`config.mk`:
```
export PLATFORM = sky130hd
export DESIGN_NAME = dirty_rectangle_tracker_top
export DESIGN_NICKNAME = d
export VERILOG_FILES = /design/src/hdl/drt_pkg.sv /design/src/hdl/drt_ram.sv /design/src/hdl/drt_clip.sv /design/src/hdl/drt_merge.sv /design/src/hdl/dirty_rectangle_tracker_top.sv
export SDC_FILE = /design/constraint.sdc
export NUM_CORES = 2
export LEC_CHECK = 0
export ABC_AREA = 1
export BUFFER_PORTS_ARGS = -buffer_cell sky130_fd_sc_hd__buf_2
export CORE_UTILIZATION = 25
export DETAILED_ROUTE_END_ITERATION = 7
export SLEW_MARGIN = 30
export SYNTH_ARGS = -nofsm -noshare
export SYNTH_HDL_FRONTEND = slang
export SYNTH_SLANG_ARGS = --single-unit
```
`constraint.sdc`:
```
create_clock -name clk -period 9.1 [get_ports clk]
set_clock_uncertainty 0.05 [all_clocks]
set_input_delay 1.365 -clock clk [delete_from_list [all_inputs] [get_ports clk]]
set_output_delay 1.365 -clock clk [all_outputs]
set_load 0.05 [all_outputs]
```
`src/hdl/drt_pkg.sv`:
```
`default_nettype none

package drt_pkg;

  // Store geometry and coordinate width.
  localparam int MAX_RECTS   = 64;
  localparam int COORD_WIDTH = 12;
  localparam int IDX_W       = $clog2(MAX_RECTS);
  localparam int CNT_W       = $clog2(MAX_RECTS + 1);

  // Incoming rectangle fields are 16-bit signed; clipping needs two guard bits.
  localparam int IN_WIDTH    = 16;
  localparam int CLIP_W      = IN_WIDTH + 2;

  // Configuration port.
  localparam int CFG_IDX_W   = 1;
  localparam logic [CFG_IDX_W-1:0] REG_SCREEN_WIDTH  = 1'b0;
  localparam logic [CFG_IDX_W-1:0] REG_SCREEN_HEIGHT = 1'b1;

  // Command codes.
  typedef logic [1:0] cmd_t;
  localparam cmd_t CMD_DAMAGE     = 2'd0;
  localparam cmd_t CMD_DAMAGE_ALL = 2'd1;
  localparam cmd_t CMD_PRESENT    = 2'd2;

  typedef struct packed {
    logic [COORD_WIDTH-1:0] x;
    logic [COORD_WIDTH-1:0] y;
    logic [COORD_WIDTH-1:0] w;
    logic [COORD_WIDTH-1:0] h;
  } box_t;

  localparam int BOX_W = 4 * COORD_WIDTH;

  // Clipped rectangle, with keep low when nothing is left on screen.
  typedef struct packed {
    logic keep;
    box_t box;
  } clip_t;

  // Result of testing a stored entry against the new rectangle.
  typedef struct packed {
    logic touch;
    box_t merged;
  } merge_t;

endpackage

`default_nettype wire

```
`src/hdl/drt_ram.sv`:
```
`default_nettype none

module drt_ram #(
  parameter int WIDTH = 48,
  parameter int DEPTH = 64
) (
  input  wire logic                     clk,
  input  wire logic                     wr_en,
  input  wire logic [$clog2(DEPTH)-1:0] wr_addr,
  input  wire logic [WIDTH-1:0]         wr_data,
  input  wire logic [$clog2(DEPTH)-1:0] rd_addr,
  output logic      [WIDTH-1:0]         rd_data
);

  logic [WIDTH-1:0] mem [DEPTH];

  always_ff @(posedge clk) begin
    if (wr_en) begin
      mem[wr_addr] <= wr_data;
    end
    rd_data <= mem[rd_addr];
  end

endmodule

`default_nettype wire

```
`src/hdl/drt_clip.sv`:
```
`default_nettype none

module drt_clip (
  input  wire logic signed [drt_pkg::IN_WIDTH-1:0]    rect_x,
  input  wire logic signed [drt_pkg::IN_WIDTH-1:0]    rect_y,
  input  wire logic signed [drt_pkg::IN_WIDTH-1:0]    rect_w,
  input  wire logic signed [drt_pkg::IN_WIDTH-1:0]    rect_h,
  input  wire logic        [drt_pkg::COORD_WIDTH-1:0] screen_w,
  input  wire logic        [drt_pkg::COORD_WIDTH-1:0] screen_h,
  output drt_pkg::clip_t                              clip
);

  typedef struct packed {
    logic                            keep;
    logic [drt_pkg::COORD_WIDTH-1:0] pos;
    logic [drt_pkg::COORD_WIDTH-1:0] len;
  } axis_t;

  // One axis: pull a negative start back to zero, cut the end at the screen
  // edge, and keep the span only if some length remains.
  function automatic axis_t clip_axis(
    input logic signed [drt_pkg::IN_WIDTH-1:0]    p,
    input logic signed [drt_pkg::IN_WIDTH-1:0]    n,
    input logic        [drt_pkg::COORD_WIDTH-1:0] lim
  );
    logic signed [drt_pkg::CLIP_W-1:0] p_ext;
    logic signed [drt_pkg::CLIP_W-1:0] p1;
    logic signed [drt_pkg::CLIP_W-1:0] n1;
    logic signed [drt_pkg::CLIP_W-1:0] lim_s;
    logic signed [drt_pkg::CLIP_W-1:0] span_end;
    logic signed [drt_pkg::CLIP_W-1:0] n2;
    axis_t r;
    p_ext    = {{(drt_pkg::CLIP_W - drt_pkg::IN_WIDTH){p[drt_pkg::IN_WIDTH-1]}}, p};
    p1       = p[drt_pkg::IN_WIDTH-1] ? '0 : p_ext;
    n1       = {{(drt_pkg::CLIP_W - drt_pkg::IN_WIDTH){n[drt_pkg::IN_WIDTH-1]}}, n}
               + (p[drt_pkg::IN_WIDTH-1] ? p_ext : '0);
    lim_s    = {{(drt_pkg::CLIP_W - drt_pkg::COORD_WIDTH){1'b0}}, lim};
    span_end = p1 + n1;
    n2       = (span_end > lim_s) ? (lim_s - p1) : n1;
    r.keep   = !n2[drt_pkg::CLIP_W-1] && (n2 != '0);
    r.pos    = p1[drt_pkg::COORD_WIDTH-1:0];
    r.len    = n2[drt_pkg::COORD_WIDTH-1:0];
    return r;
  endfunction

  axis_t ax;
  axis_t ay;

  always_comb begin
    ax         = clip_axis(rect_x, rect_w, screen_w);
    ay         = clip_axis(rect_y, rect_h, screen_h);
    clip.keep  = ax.keep && ay.keep;
    clip.box.x = ax.pos;
    clip.box.w = ax.len;
    clip.box.y = ay.pos;
    clip.box.h = ay.len;
  end

endmodule

`default_nettype wire

```
`src/hdl/drt_merge.sv`:
```
`default_nettype none

module drt_merge (
  input  wire drt_pkg::box_t stored,
  input  wire drt_pkg::box_t fresh,
  output drt_pkg::merge_t    result
);

  localparam int EW = drt_pkg::COORD_WIDTH + 1;

  logic [EW-1:0] a_l, a_r, a_t, a_b;
  logic [EW-1:0] b_l, b_r, b_t, b_b;
  logic [EW-1:0] u_l, u_r, u_t, u_b;
  logic [EW-1:0] u_w, u_h;

  // Edges are compared inclusively, so boxes that only share an edge merge.
  always_comb begin
    a_l = {1'b0, stored.x};
    a_t = {1'b0, stored.y};
    a_r = a_l + {1'b0, stored.w};
    a_b = a_t + {1'b0, stored.h};
    b_l = {1'b0, fresh.x};
    b_t = {1'b0, fresh.y};
    b_r = b_l + {1'b0, fresh.w};
    b_b = b_t + {1'b0, fresh.h};

    result.touch = !((b_l > a_r) || (b_r < a_l) || (b_t > a_b) || (b_b < a_t));

    u_l = (a_l < b_l) ? a_l : b_l;
    u_t = (a_t < b_t) ? a_t : b_t;
    u_r = (a_r > b_r) ? a_r : b_r;
    u_b = (a_b > b_b) ? a_b : b_b;
    u_w = u_r - u_l;
    u_h = u_b - u_t;

    result.merged.x = u_l[drt_pkg::COORD_WIDTH-1:0];
    result.merged.y = u_t[drt_pkg::COORD_WIDTH-1:0];
    result.merged.w = u_w[drt_pkg::COORD_WIDTH-1:0];
    result.merged.h = u_h[drt_pkg::COORD_WIDTH-1:0];
  end

endmodule

`default_nettype wire

```
`src/hdl/dirty_rectangle_tracker_top.sv`:
```
`default_nettype none

// Damage tracker for screen repaint.
// Commands arrive as items on the input channel (in_valid / in_ready) and
// repaint regions leave as items on the output channel (out_valid /
// out_ready). A damage item clips its rectangle to the screen and merges it
// into the first stored entry that it overlaps or abuts, or appends it; when
// the store of MAX_RECTS entries is full the whole-screen flag is set instead.
// A damage-all item sets the flag and empties the store. A present item sends
// one whole-screen region when the flag is set, otherwise every stored entry
// in order with last on the final one, and then clears flag and store.
// The store sits in a single synchronous RAM and a damage item scans it one
// entry a cycle, holding the block until the scan ends; an early entry that
// takes the merge ends it sooner. Damage-all is done on acceptance. A present
// of stored regions first primes the RAM read in ST_PRES_RD, a whole-screen
// present goes straight to ST_PRES_ALL, and regions then leave one a cycle
// while out_ready is high; the RAM read port sets that pace.
// The output register lets the next item be accepted while the final region
// still waits. A stalled receiver simply holds the present walk in place.
// Reset empties the store, sets the whole-screen flag and loads a 1024 by 768
// screen; the screen size registers are written through the cfg port, and the
// user must do so only while the block is idle; the block itself does not enforce it.
module dirty_rectangle_tracker_top (
  input  wire logic                                   clk,
  input  wire logic                                   rst,
  input  wire logic                                   cfg_wr_en,
  input  wire logic        [drt_pkg::CFG_IDX_W-1:0]   cfg_index,
  input  wire logic        [drt_pkg::COORD_WIDTH-1:0] cfg_data,
  input  wire logic                                   in_valid,
  output logic                                        in_ready,
  input  wire logic        [1:0]                      command,
  input  wire logic signed [drt_pkg::IN_WIDTH-1:0]    rect_x,
  input  wire logic signed [drt_pkg::IN_WIDTH-1:0]    rect_y,
  input  wire logic signed [drt_pkg::IN_WIDTH-1:0]    rect_w,
  input  wire logic signed [drt_pkg::IN_WIDTH-1:0]    rect_h,
  output logic                                        out_valid,
  input  wire logic                                   out_ready,
  output logic             [drt_pkg::COORD_WIDTH-1:0] out_x,
  output logic             [drt_pkg::COORD_WIDTH-1:0] out_y,
  output logic             [drt_pkg::COORD_WIDTH-1:0] out_w,
  output logic             [drt_pkg::COORD_WIDTH-1:0] out_h,
  output logic                                        whole_screen,
  output logic                                        last
);

  localparam logic [2:0] ST_IDLE     = 3'd0;
  localparam logic [2:0] ST_START    = 3'd1;
  localparam logic [2:0] ST_SCAN     = 3'd2;
  localparam logic [2:0] ST_PRES_RD  = 3'd3;
  localparam logic [2:0] ST_PRES     = 3'd4;
  localparam logic [2:0] ST_PRES_ALL = 3'd5;

  localparam logic [drt_pkg::CNT_W-1:0] COUNT_FULL = drt_pkg::CNT_W'(drt_pkg::MAX_RECTS);

  logic [2:0]                      state;
  logic [drt_pkg::IDX_W-1:0]       idx;
  logic [drt_pkg::CNT_W-1:0]       count;
  logic                            full_flag;
  logic [drt_pkg::COORD_WIDTH-1:0] screen_w;
  logic [drt_pkg::COORD_WIDTH-1:0] screen_h;
  drt_pkg::clip_t                  fresh;

  drt_pkg::clip_t                  clip;
  drt_pkg::merge_t                 merge;
  drt_pkg::box_t                   rd_box;
  logic [drt_pkg::BOX_W-1:0]       rd_data;

  logic                            in_accept;
  logic                            out_load;
  logic                            advance;
  logic                            idx_last;
  logic [drt_pkg::IDX_W-1:0]       idx_inc;
  logic [drt_pkg::IDX_W-1:0]       rd_addr;
  logic                            ram_we;
  logic [drt_pkg::IDX_W-1:0]       wr_addr;
  drt_pkg::box_t                   wr_box;
  logic                            out_fill;
  drt_pkg::box_t                   out_box_next;
  logic                            whole_next;
  logic                            last_next;

  drt_clip u_clip (
    .rect_x   (rect_x),
    .rect_y   (rect_y),
    .rect_w   (rect_w),
    .rect_h   (rect_h),
    .screen_w (screen_w),
    .screen_h (screen_h),
    .clip     (clip)
  );

  assign rd_box = drt_pkg::box_t'(rd_data);

  drt_merge u_merge (
    .stored (rd_box),
    .fresh  (fresh.box),
    .result (merge)
  );

  drt_ram #(
    .WIDTH (drt_pkg::BOX_W),
    .DEPTH (drt_pkg::MAX_RECTS)
  ) u_store (
    .clk     (clk),
    .wr_en   (ram_we),
    .wr_addr (wr_addr),
    .wr_data (wr_box),
    .rd_addr (rd_addr),
    .rd_data (rd_data)
  );

  assign in_ready  = (state == ST_IDLE);
  assign in_accept = in_valid && in_ready;
  assign out_load  = !out_valid || out_ready;
  assign idx_inc   = idx + 1'b1;
  assign idx_last  = ((drt_pkg::CNT_W'(idx) + drt_pkg::CNT_W'(1)) == count);

  // The read port runs one entry ahead whenever the current entry is used up,
  // so a scan or an unstalled present walk moves one entry per cycle. While
  // the present walk is stalled the same entry is read again and holds.
  assign advance = (state == ST_SCAN) || ((state == ST_PRES) && out_load);
  assign rd_addr = advance ? idx_inc : idx;

  // Store writes: merge back into the touching entry, or append at the end.
  always_comb begin
    ram_we  = 1'b0;
    wr_addr = idx;
    wr_box  = fresh.box;
    if ((state == ST_START) && fresh.keep && (count == '0)) begin
      ram_we  = 1'b1;
      wr_addr = count[drt_pkg::IDX_W-1:0];
    end else if (state == ST_SCAN) begin
      if (merge.touch) begin
        ram_we = 1'b1;
        wr_box = merge.merged;
      end else if (idx_last && (count != COUNT_FULL)) begin
        ram_we  = 1'b1;
        wr_addr = count[drt_pkg::IDX_W-1:0];
      end
    end
  end

  // Output register loading.
  always_comb begin
    out_fill     = 1'b0;
    out_box_next = rd_box;
    whole_next   = 1'b0;
    last_next    = idx_last;
    if ((state == ST_PRES) && out_load) begin
      out_fill = 1'b1;
    end else if ((state == ST_PRES_ALL) && out_load) begin
      out_fill       = 1'b1;
      out_box_next.x = '0;
      out_box_next.y = '0;
      out_box_next.w = screen_w;
      out_box_next.h = screen_h;
      whole_next     = 1'b1;
      last_next      = 1'b1;
    end
  end

  always_ff @(posedge clk) begin
    if (rst) begin
      state     <= ST_IDLE;
      idx       <= '0;
      count     <= '0;
      full_flag <= 1'b1;
      screen_w  <= drt_pkg::COORD_WIDTH'(1024);
      screen_h  <= drt_pkg::COORD_WIDTH'(768);
      out_valid <= 1'b0;
    end else begin
      if (cfg_wr_en) begin
        unique case (cfg_index)
          drt_pkg::REG_SCREEN_WIDTH: begin
            screen_w <= cfg_data;
          end
          drt_pkg::REG_SCREEN_HEIGHT: begin
            screen_h <= cfg_data;
          end
          default: begin
          end
        endcase
      end

      if (out_fill) begin
        out_valid <= 1'b1;
      end else if (out_ready) begin
        out_valid <= 1'b0;
      end

      unique case (state)
        ST_IDLE: begin
          if (in_accept) begin
            idx <= '0;
            case (command)
              drt_pkg::CMD_DAMAGE: begin
                if (!full_flag) begin
                  state <= ST_START;
                end
              end
              drt_pkg::CMD_DAMAGE_ALL: begin
                full_flag <= 1'b1;
                count     <= '0;
              end
              drt_pkg::CMD_PRESENT: begin
                if (full_flag) begin
                  state <= ST_PRES_ALL;
                end else if (count != '0) begin
                  state <= ST_PRES_RD;
                end
              end
              default: begin
              end
            endcase
          end
        end
        ST_START: begin
          if (!fresh.keep) begin
            state <= ST_IDLE;
          end else if (count == '0) begin
            count <= drt_pkg::CNT_W'(1);
            state <= ST_IDLE;
          end else begin
            state <= ST_SCAN;
          end
        end
        ST_SCAN: begin
          if (merge.touch) begin
            state <= ST_IDLE;
          end else if (idx_last) begin
            if (count != COUNT_FULL) begin
              count <= count + 1'b1;
            end else begin
              full_flag <= 1'b1;
            end
            state <= ST_IDLE;
          end else begin
            idx <= idx_inc;
          end
        end
        ST_PRES_RD: begin
          state <= ST_PRES;
        end
        ST_PRES: begin
          if (out_load) begin
            if (idx_last) begin
              count <= '0;
              state <= ST_IDLE;
            end else begin
              idx <= idx_inc;
            end
          end
        end
        ST_PRES_ALL: begin
          if (out_load) begin
            full_flag <= 1'b0;
            count     <= '0;
            state     <= ST_IDLE;
          end
        end
        default: begin
          state <= ST_IDLE;
        end
      endcase
    end
  end

  // Payload registers: the clipped rectangle and the output region.
  always_ff @(posedge clk) begin
    if (in_accept) begin
      fresh <= clip;
    end
    if (out_fill) begin
      out_x        <= out_box_next.x;
      out_y        <= out_box_next.y;
      out_w        <= out_box_next.w;
      out_h        <= out_box_next.h;
      whole_screen <= whole_next;
      last         <= last_next;
    end
  end

`ifndef SYNTHESIS
  // The entry count never runs past the store.
  a_count_bound: assert property (@(posedge clk) disable iff (rst)
    count <= COUNT_FULL)
    else $error("entry count beyond store depth");

  // Store writes land on a live entry or on the next free one.
  a_write_addr: assert property (@(posedge clk) disable iff (rst)
    ram_we |-> (drt_pkg::CNT_W'(wr_addr) <= count) && (count != COUNT_FULL || merge.touch))
    else $error("store write outside the live entries");

  // A damage-all item leaves the flag set and the store empty.
  a_damage_all: assert property (@(posedge clk) disable iff (rst)
    (in_accept && (command == drt_pkg::CMD_DAMAGE_ALL)) |=> (full_flag && (count == '0)))
    else $error("damage-all did not mark the whole screen");

  // A whole-screen region is always the only, and so the last, region.
  a_whole_last: assert property (@(posedge clk) disable iff (rst)
    (out_valid && whole_screen) |-> last)
    else $error("whole-screen region without last");
`endif

endmodule

`default_nettype wire

```
# [After elaboration in Yosys (flattened, before gate mapping)]
# Memories as Yosys holds them, arrays and structs flattened. A register that Yosys moved wholly into a read port is not among the register bits.
# Index checks and enable logic that the tools add are counted.
[word_totals] ff_bits=141 ram_bits=3072 inputBits=84 out_inout_bits=52 wordCells=168 memories=1
[classes] n_addsub=15 order_cmp=10 n_eq_ne=23 muxes=67 bitwise_logic=1 reduce_logical=33
[memory_table] name="u_store.mem" depth=64 width=48 read_ports=1 rd_ports_with_merged_regs=1 wr=1 line_no="drt_ram.sv:15" rtl="logic [WIDTH-1:0] mem [DEPTH];"
[ops] cell="$mux 48" n=5
[ops] cell="$add 18x18->18" n=4
[ops] cell="$mux 18" n=4
[ops] cell="$mux 7" n=10
[ops] cell="$mux 6" n=9
[ops] cell="$add 12x12->13" n=4
[ops] cell="$mux 12" n=4
[ops] cell="$gt 18x13->1" n=2
[ops] cell="$reduce_bool 18->1" n=2
[ops] cell="$sub 13x18->18" n=2
[ops] cell="$pmux 7 s5" n=1
[ops] cell="$mux 15" n=2
[ops] cell="$gt 12x13->1" n=2
[ops] cell="$gt 13x13->1" n=2
[ops] cell="$lt 13x12->1" n=2
[ops] cell="$lt 12x12->1" n=2
[ops] cell="$mux 3" n=8
[ops] cell="$sub 12x12->12" n=2
[ops] cell="$mux 1" n=18
[ops] cell="$pmux 3 s6" n=1
[ops] cell="$pmux 6 s3" n=1
[ops] cell="$ne 2x2->1 const B" n=6
[ops] cell="$reduce_and 11->1" n=1
[ops] cell="$ne 2x1->1 const B" n=5
[ops] cell="31 further kinds" n=50

# [Longest topological paths before layout]
[depth] depth_word=10 depth_mapped=38 ltp_nobuf=36

# [Cells and area by module]
# Synthesis repeated with hierarchy kept, for this count alone.
[unflattened] hier_cells=13076 hier_area_um2=143556.4
[by_module_without_submodules] mod="drt_ram" instances=1 cells_each=10108 area_per_inst_um2=124330.5 seq_area_each_um2=93209.4
[by_module_without_submodules] mod="dirty_rectangle_tracker_top" instances=1 cells_each=767 area_per_inst_um2=6532.5 seq_area_each_um2=3813.7
[by_module_without_submodules] mod="drt_clip" instances=1 cells_each=1159 area_per_inst_um2=6470.0 seq_area_each_um2=0.0
[by_module_without_submodules] mod="drt_merge" instances=1 cells_each=1042 area_per_inst_um2=6223.5 seq_area_each_um2=0.0

# [Least setup slack after synthesis]
# No wires, ideal clock.
[synth_path] path_type="register -> register" startpoint="register, netlist name fresh[36]" endpoint="memory u_store.mem[0][20], data pin" setup_time_ns=0.702 arrival_time_ns=7.244 required_time_ns=8.348 setup_slack_ns=1.104 path_stages_with_launch=31 path_buffers=1 period_less_slack_ns=7.996 cell_sequence="edfxtp_1 > ha_1 > fa_1 > nand2_1 > nand2_1 > o21ai_0 > inv_1 > a21oi_1 > xor2_1 > inv_1 > ha_1 > nand2_1 > o21ai_0 > a21oi_1 > o21a_1 > o21ai_0 > nand2_1 > clkbuf_1 > nand2_1 > o21ai_0 > ha_1 > fa_1 > o21ai_0 > nand2_1 > nand2_1 > a21oi_1 > inv_1 > a21oi_1 > o21ai_0 > xnor2_1 > o21ai_0"
[synth_between] elab_chain_cells=8 elab_cells_between_ends=14 cone_classes="add/sub (2); order compare (4); mux (5); reduce/logical (3)"
[synth_rtl] element="parallel branches: the longest is 5 deep, another holds $add 12x12->13"
[synth_rtl] element="$mux 48 *" line_no="dirty_rectangle_tracker_top.sv:133" rtl="if (merge.touch) begin"
[synth_rtl] element="$mux 48 *" line_no="dirty_rectangle_tracker_top.sv:132" rtl="end else if (state == ST_SCAN) begin"
[synth_rtl] element="$mux 48 *" line_no="dirty_rectangle_tracker_top.sv:129" rtl="if ((state == ST_START) && fresh.keep && (count == '0)) begin"
[synth_rtl] element="net u_store.wr_data[20]" line_no="drt_ram.sv:10" rtl="input wire logic [WIDTH-1:0] wr_data,"
[synth_rtl] element="end: declaration" line_no="drt_ram.sv:15"
# Mark *: on every way through the listed nets, which the timed path passes.

# [Worst setup path in the final report]
[layout_path] startpoint="register, netlist name fresh[36]" endpoint="memory u_store.mem[20][14], enable pin"
[layout_between] elab_chain_cells=10 elab_cells_between_ends=14 cone_classes="add/sub (1); order compare (2); mux (8); reduce/logical (3)"
[layout_rtl] element="$add 12x12->13" line_no="drt_merge.sv:24" rtl="b_r = b_l + {1'b0, fresh.w};"
[layout_rtl] element="$lt 13x12->1" line_no="drt_merge.sv:27" rtl="result.touch = !((b_l > a_r) || (b_r < a_l) || (b_t > a_b) || (b_b < a_t));"
[layout_rtl] element="$logic_or 1x1->1 * (3 in series)" line_no="drt_merge.sv:27"
[layout_rtl] element="$mux 1" line_no="dirty_rectangle_tracker_top.sv:133"
[layout_rtl] element="$mux 1" line_no="dirty_rectangle_tracker_top.sv:132"
[layout_rtl] element="$mux 1" line_no="dirty_rectangle_tracker_top.sv:129"
[layout_rtl] element="$mux 1" line_no="drt_ram.sv:18" rtl="if (wr_en) begin"
[layout_rtl] element="$mux 1 (implied by the code)" line_no="drt_ram.sv:19" rtl="mem[wr_addr] <= wr_data;"
# Mark *: on every way between the ends. The rest lies on a longest branch, timed or not.

==> flow_metrics.env <==
export IMPL_routedWlPerCell_um=21.18
export IMPL_rrSetupSlack_ns=1.89
export IMPL_place_congestion=0.8723
export IMPL_post_route_period_util_pct=79.18
export IMPL_max_slew_margin_pct=30.64
export IMPL_syn_inst=11480
export IMPL_hold_viol=0
export IMPL_drt_iter0_drc=10940
export IMPL_area_growth_synth_to_final_pct=15.51
export IMPL_cts_path_max_buffers=4
export IMPL_via_per_inst=4.924
export IMPL_cts_root_buffer="clkbuf_16"
export IMPL_post_dp_cell_area_um2=149000
export IMPL_core_area_um2=552700
export IMPL_synth_flop_cell="edfxtp_1"
export IMPL_multi_input_area_um2=38120
export IMPL_critPathCaptureType="flip-flop"
export IMPL_startpoint_type="flip-flop"
export IMPL_synth_warnings=0
export IMPL_syn_nets=11850
export IMPL_die_area_um2=557800
export IMPL_place_inst=18410
export IMPL_r2r_cells=26
export IMPL_final_setup_worst_slack_ns=1.894
export IMPL_die_height_um=746.9
export IMPL_reg2reg_to="u_store.mem[20][14]"
export IMPL_post_place_ws_ns=1.844
export IMPL_drt_pass1_iter_count=5
export IMPL_yosysUniqueCellTypes=64
export IMPL_avgSynthCellArea_um2=12.09
export IMPL_clk_latency_ns=0.95
export IMPL_clock_fmax_mhz=138.8
export IMPL_dpl_hpwl_um=230600
export IMPL_track_usage_pct=13.73
export IMPL_mappedNetlistArea_um2=138700
export IMPL_crit_family="simple AND/OR/NAND/NOR gates"
export IMPL_hold_path_cell_count=2
export IMPL_hold_end="screen_h[0]"
export IMPL_p_leak_nw=52.96
export IMPL_fp_dieW_um=746.9
export IMPL_status="finished, final reports clean"
export IMPL_final_fill_count=55910
export IMPL_synth_edff_count=3171
export IMPL_clock_sinks=3261
export IMPL_cp_num_buf_inv=5
export IMPL_start_util_pct=25.10
export IMPL_cts_resized_gates=0
export IMPL_tns_ns=0
export IMPL_grt_max_degree=174
export IMPL_antenna_found_initial=14
export IMPL_critPathMaxFanout=34
export IMPL_drc=0
export IMPL_rsz0062_at_grt="false"
export IMPL_cpMostUsedCell="nand2_1"
export IMPL_async_reset_ff_share_pct=0
export IMPL_grt_pass1_wl_um=592100
export IMPL_critPathKind="reg -> reg"
export IMPL_slowest_stage="nor2_4"
export IMPL_io_buffers=135
export IMPL_r2r_start="fresh[36]"
export IMPL_post_cts_buffers=0
export IMPL_wirelength_um=403300
export IMPL_hold_buffers=0
export IMPL_finalPower_mw=41.11
export IMPL_layout_commonest_cell="edfxtp_1"
export IMPL_min_period_ns=7.206
export IMPL_htreeDepth=5
export IMPL_vias=93780
export IMPL_overflow=0
export IMPL_fp_row_count=273
export IMPL_clkSlewWorstSetupHoldPaths_ns=0.07
export IMPL_critPathMaxStageDelay_ns=0.86
export IMPL_hold_path_class="reg -> reg"
export IMPL_seq_area_um2=97020
export IMPL_yosysSeqAreaShare_pct=69.95
export IMPL_cap_violations=0
export IMPL_grt_pass1_vias=88440
export IMPL_vdd_ir_drop_max_uv=196.5
export IMPL_ys_ff_latch=3261
export IMPL_crit_required_ns=9.60
export IMPL_finalSetupViolCount=0
export IMPL_numCtsBuffers=344
export IMPL_nNetsFinal=11860
export IMPL_boundaryPins=136
export IMPL_ant_nets=0
export IMPL_power_density_nw_per_um2=256.6
export IMPL_worst_slew_pin_slew_ns=1.040
export IMPL_cts_tree="yes"
export IMPL_maxSlewViolCount=0
export IMPL_holdCritStartpoint="screen_h[0]"
export IMPL_drive_above_1_share_pct=8.740
export IMPL_fin_cells=19050
export IMPL_cp_arrival_ns=7.70
export IMPL_design_area_um2=160200
export IMPL_final_cell_mix="edfxtp_1, nor2_1, o21ai_0"
-- how the worst max path moves through the flow --
stage / start / end / cells after the start
3_5_place_dp: fresh[36] / u_store.mem[19][14] / 26
3_3_place_gp: rect_x[15] / fresh[48] / 35
4_1_cts: fresh[36] / u_store.mem[19][40] / 26
5_1_grt: fresh[36] / u_store.mem[61][13] / 26
2_1_floorplan: fresh[36] / u_store.mem[0][20] / 30
6_report: fresh[36] / u_store.mem[20][14] / 26
-- cells by family after synthesis --
family | Yosys count | share of synthesized area [%]
adder cells (fa/ha/maj) | 293 | 2.708
buffers and inverters | 1163 | 3.357
AO/OA/AOI/OAI | 3383 | 13.84
XOR/XNOR | 135 | 0.8578
AND/OR/NAND/NOR | 3241 | 9.289
flip-flops | 3261 | 69.95
-- sequential cells by signal, indices dropped and copies added (netlist names) --
name / cells
u_store.mem: 3072
fresh: 49
u_store.rd_data: 48
out_h: 12
out_w: 12
out_x: 12
out_y: 12
screen_h: 12
screen_w: 12
count: 7
idx: 6
state: 3
full_flag: 1
last: 1
out_valid: 1
whole_screen: 1
-- per-layer routing --
metal | wire length (um) | global-route usage, %
met2 | 182400 | 21.66
met1 | 177100 | 19.56
met4 | 9710 | 3.427
met3 | 34120 | 2.327
met5 | 30 | 0
-- power by group --
group	switching, mW	internal [mW]
combinational	7.02	2.95
sequential	0.212	17.1
clock	5.94	7.88
total	13.2	27.9
-- Yosys cell counts (17+ instances only) --
library cell / n / share of area [%]
xor2_1: 87 / 0.55
buf_1: 21 / 0.057
o21ai_0: 1966 / 7.1
a21oi_1: 208 / 0.75
xnor2_1: 47 / 0.30
nand3_1: 221 / 0.80
o21ai_1: 54 / 0.19
ha_1: 281 / 2.5
edfxtp_1: 3171 / 69
nor2_1: 2110 / 5.7
nand2_2: 17 / 0.077
nand4_1: 19 / 0.086
nand2_1: 793 / 2.1
inv_1: 438 / 1.2
o311ai_1: 41 / 0.26
o22ai_1: 718 / 3.2
o21bai_1: 64 / 0.35
dfxtp_1: 90 / 1.3
o221ai_1: 146 / 0.92
buf_2: 166 / 0.60
clkbuf_1: 511 / 1.4
nor3_1: 25 / 0.090
o211ai_1: 108 / 0.58
-- metrics by stage --
| stage | hold slack (ns) | utilization (%) |
|---|---|---|
| after global placement | 0.4899 | 26.90 |
| after floorplan | 0.4186 | - |
| after global routing | 0.5409 | 28.99 |
| final | 0.5098 | 28.99 |
| after CTS | 0.5002 | 28.95 |
| after detailed placement | 0.4914 | 26.96 |
-- cell type report --
cell class / instances / area share (%)
tap: 7287 / 5.690
timing repair buffer: 371 / 1.996
antenna: 8 / 0.01249
multi-input combinational: 7052 / 23.79
clock buffer: 430 / 5.612
inverter: 449 / 1.081
sequential: 3261 / 60.55
clock inverter: 187 / 1.267
-- tightest hold or removal path: stages, from the launching register on --
cell and delay (ns):
dfxtp_1 0.34, inv_1 0.10, a21oi_1 0.07
(Power assumes the default switching activity.)
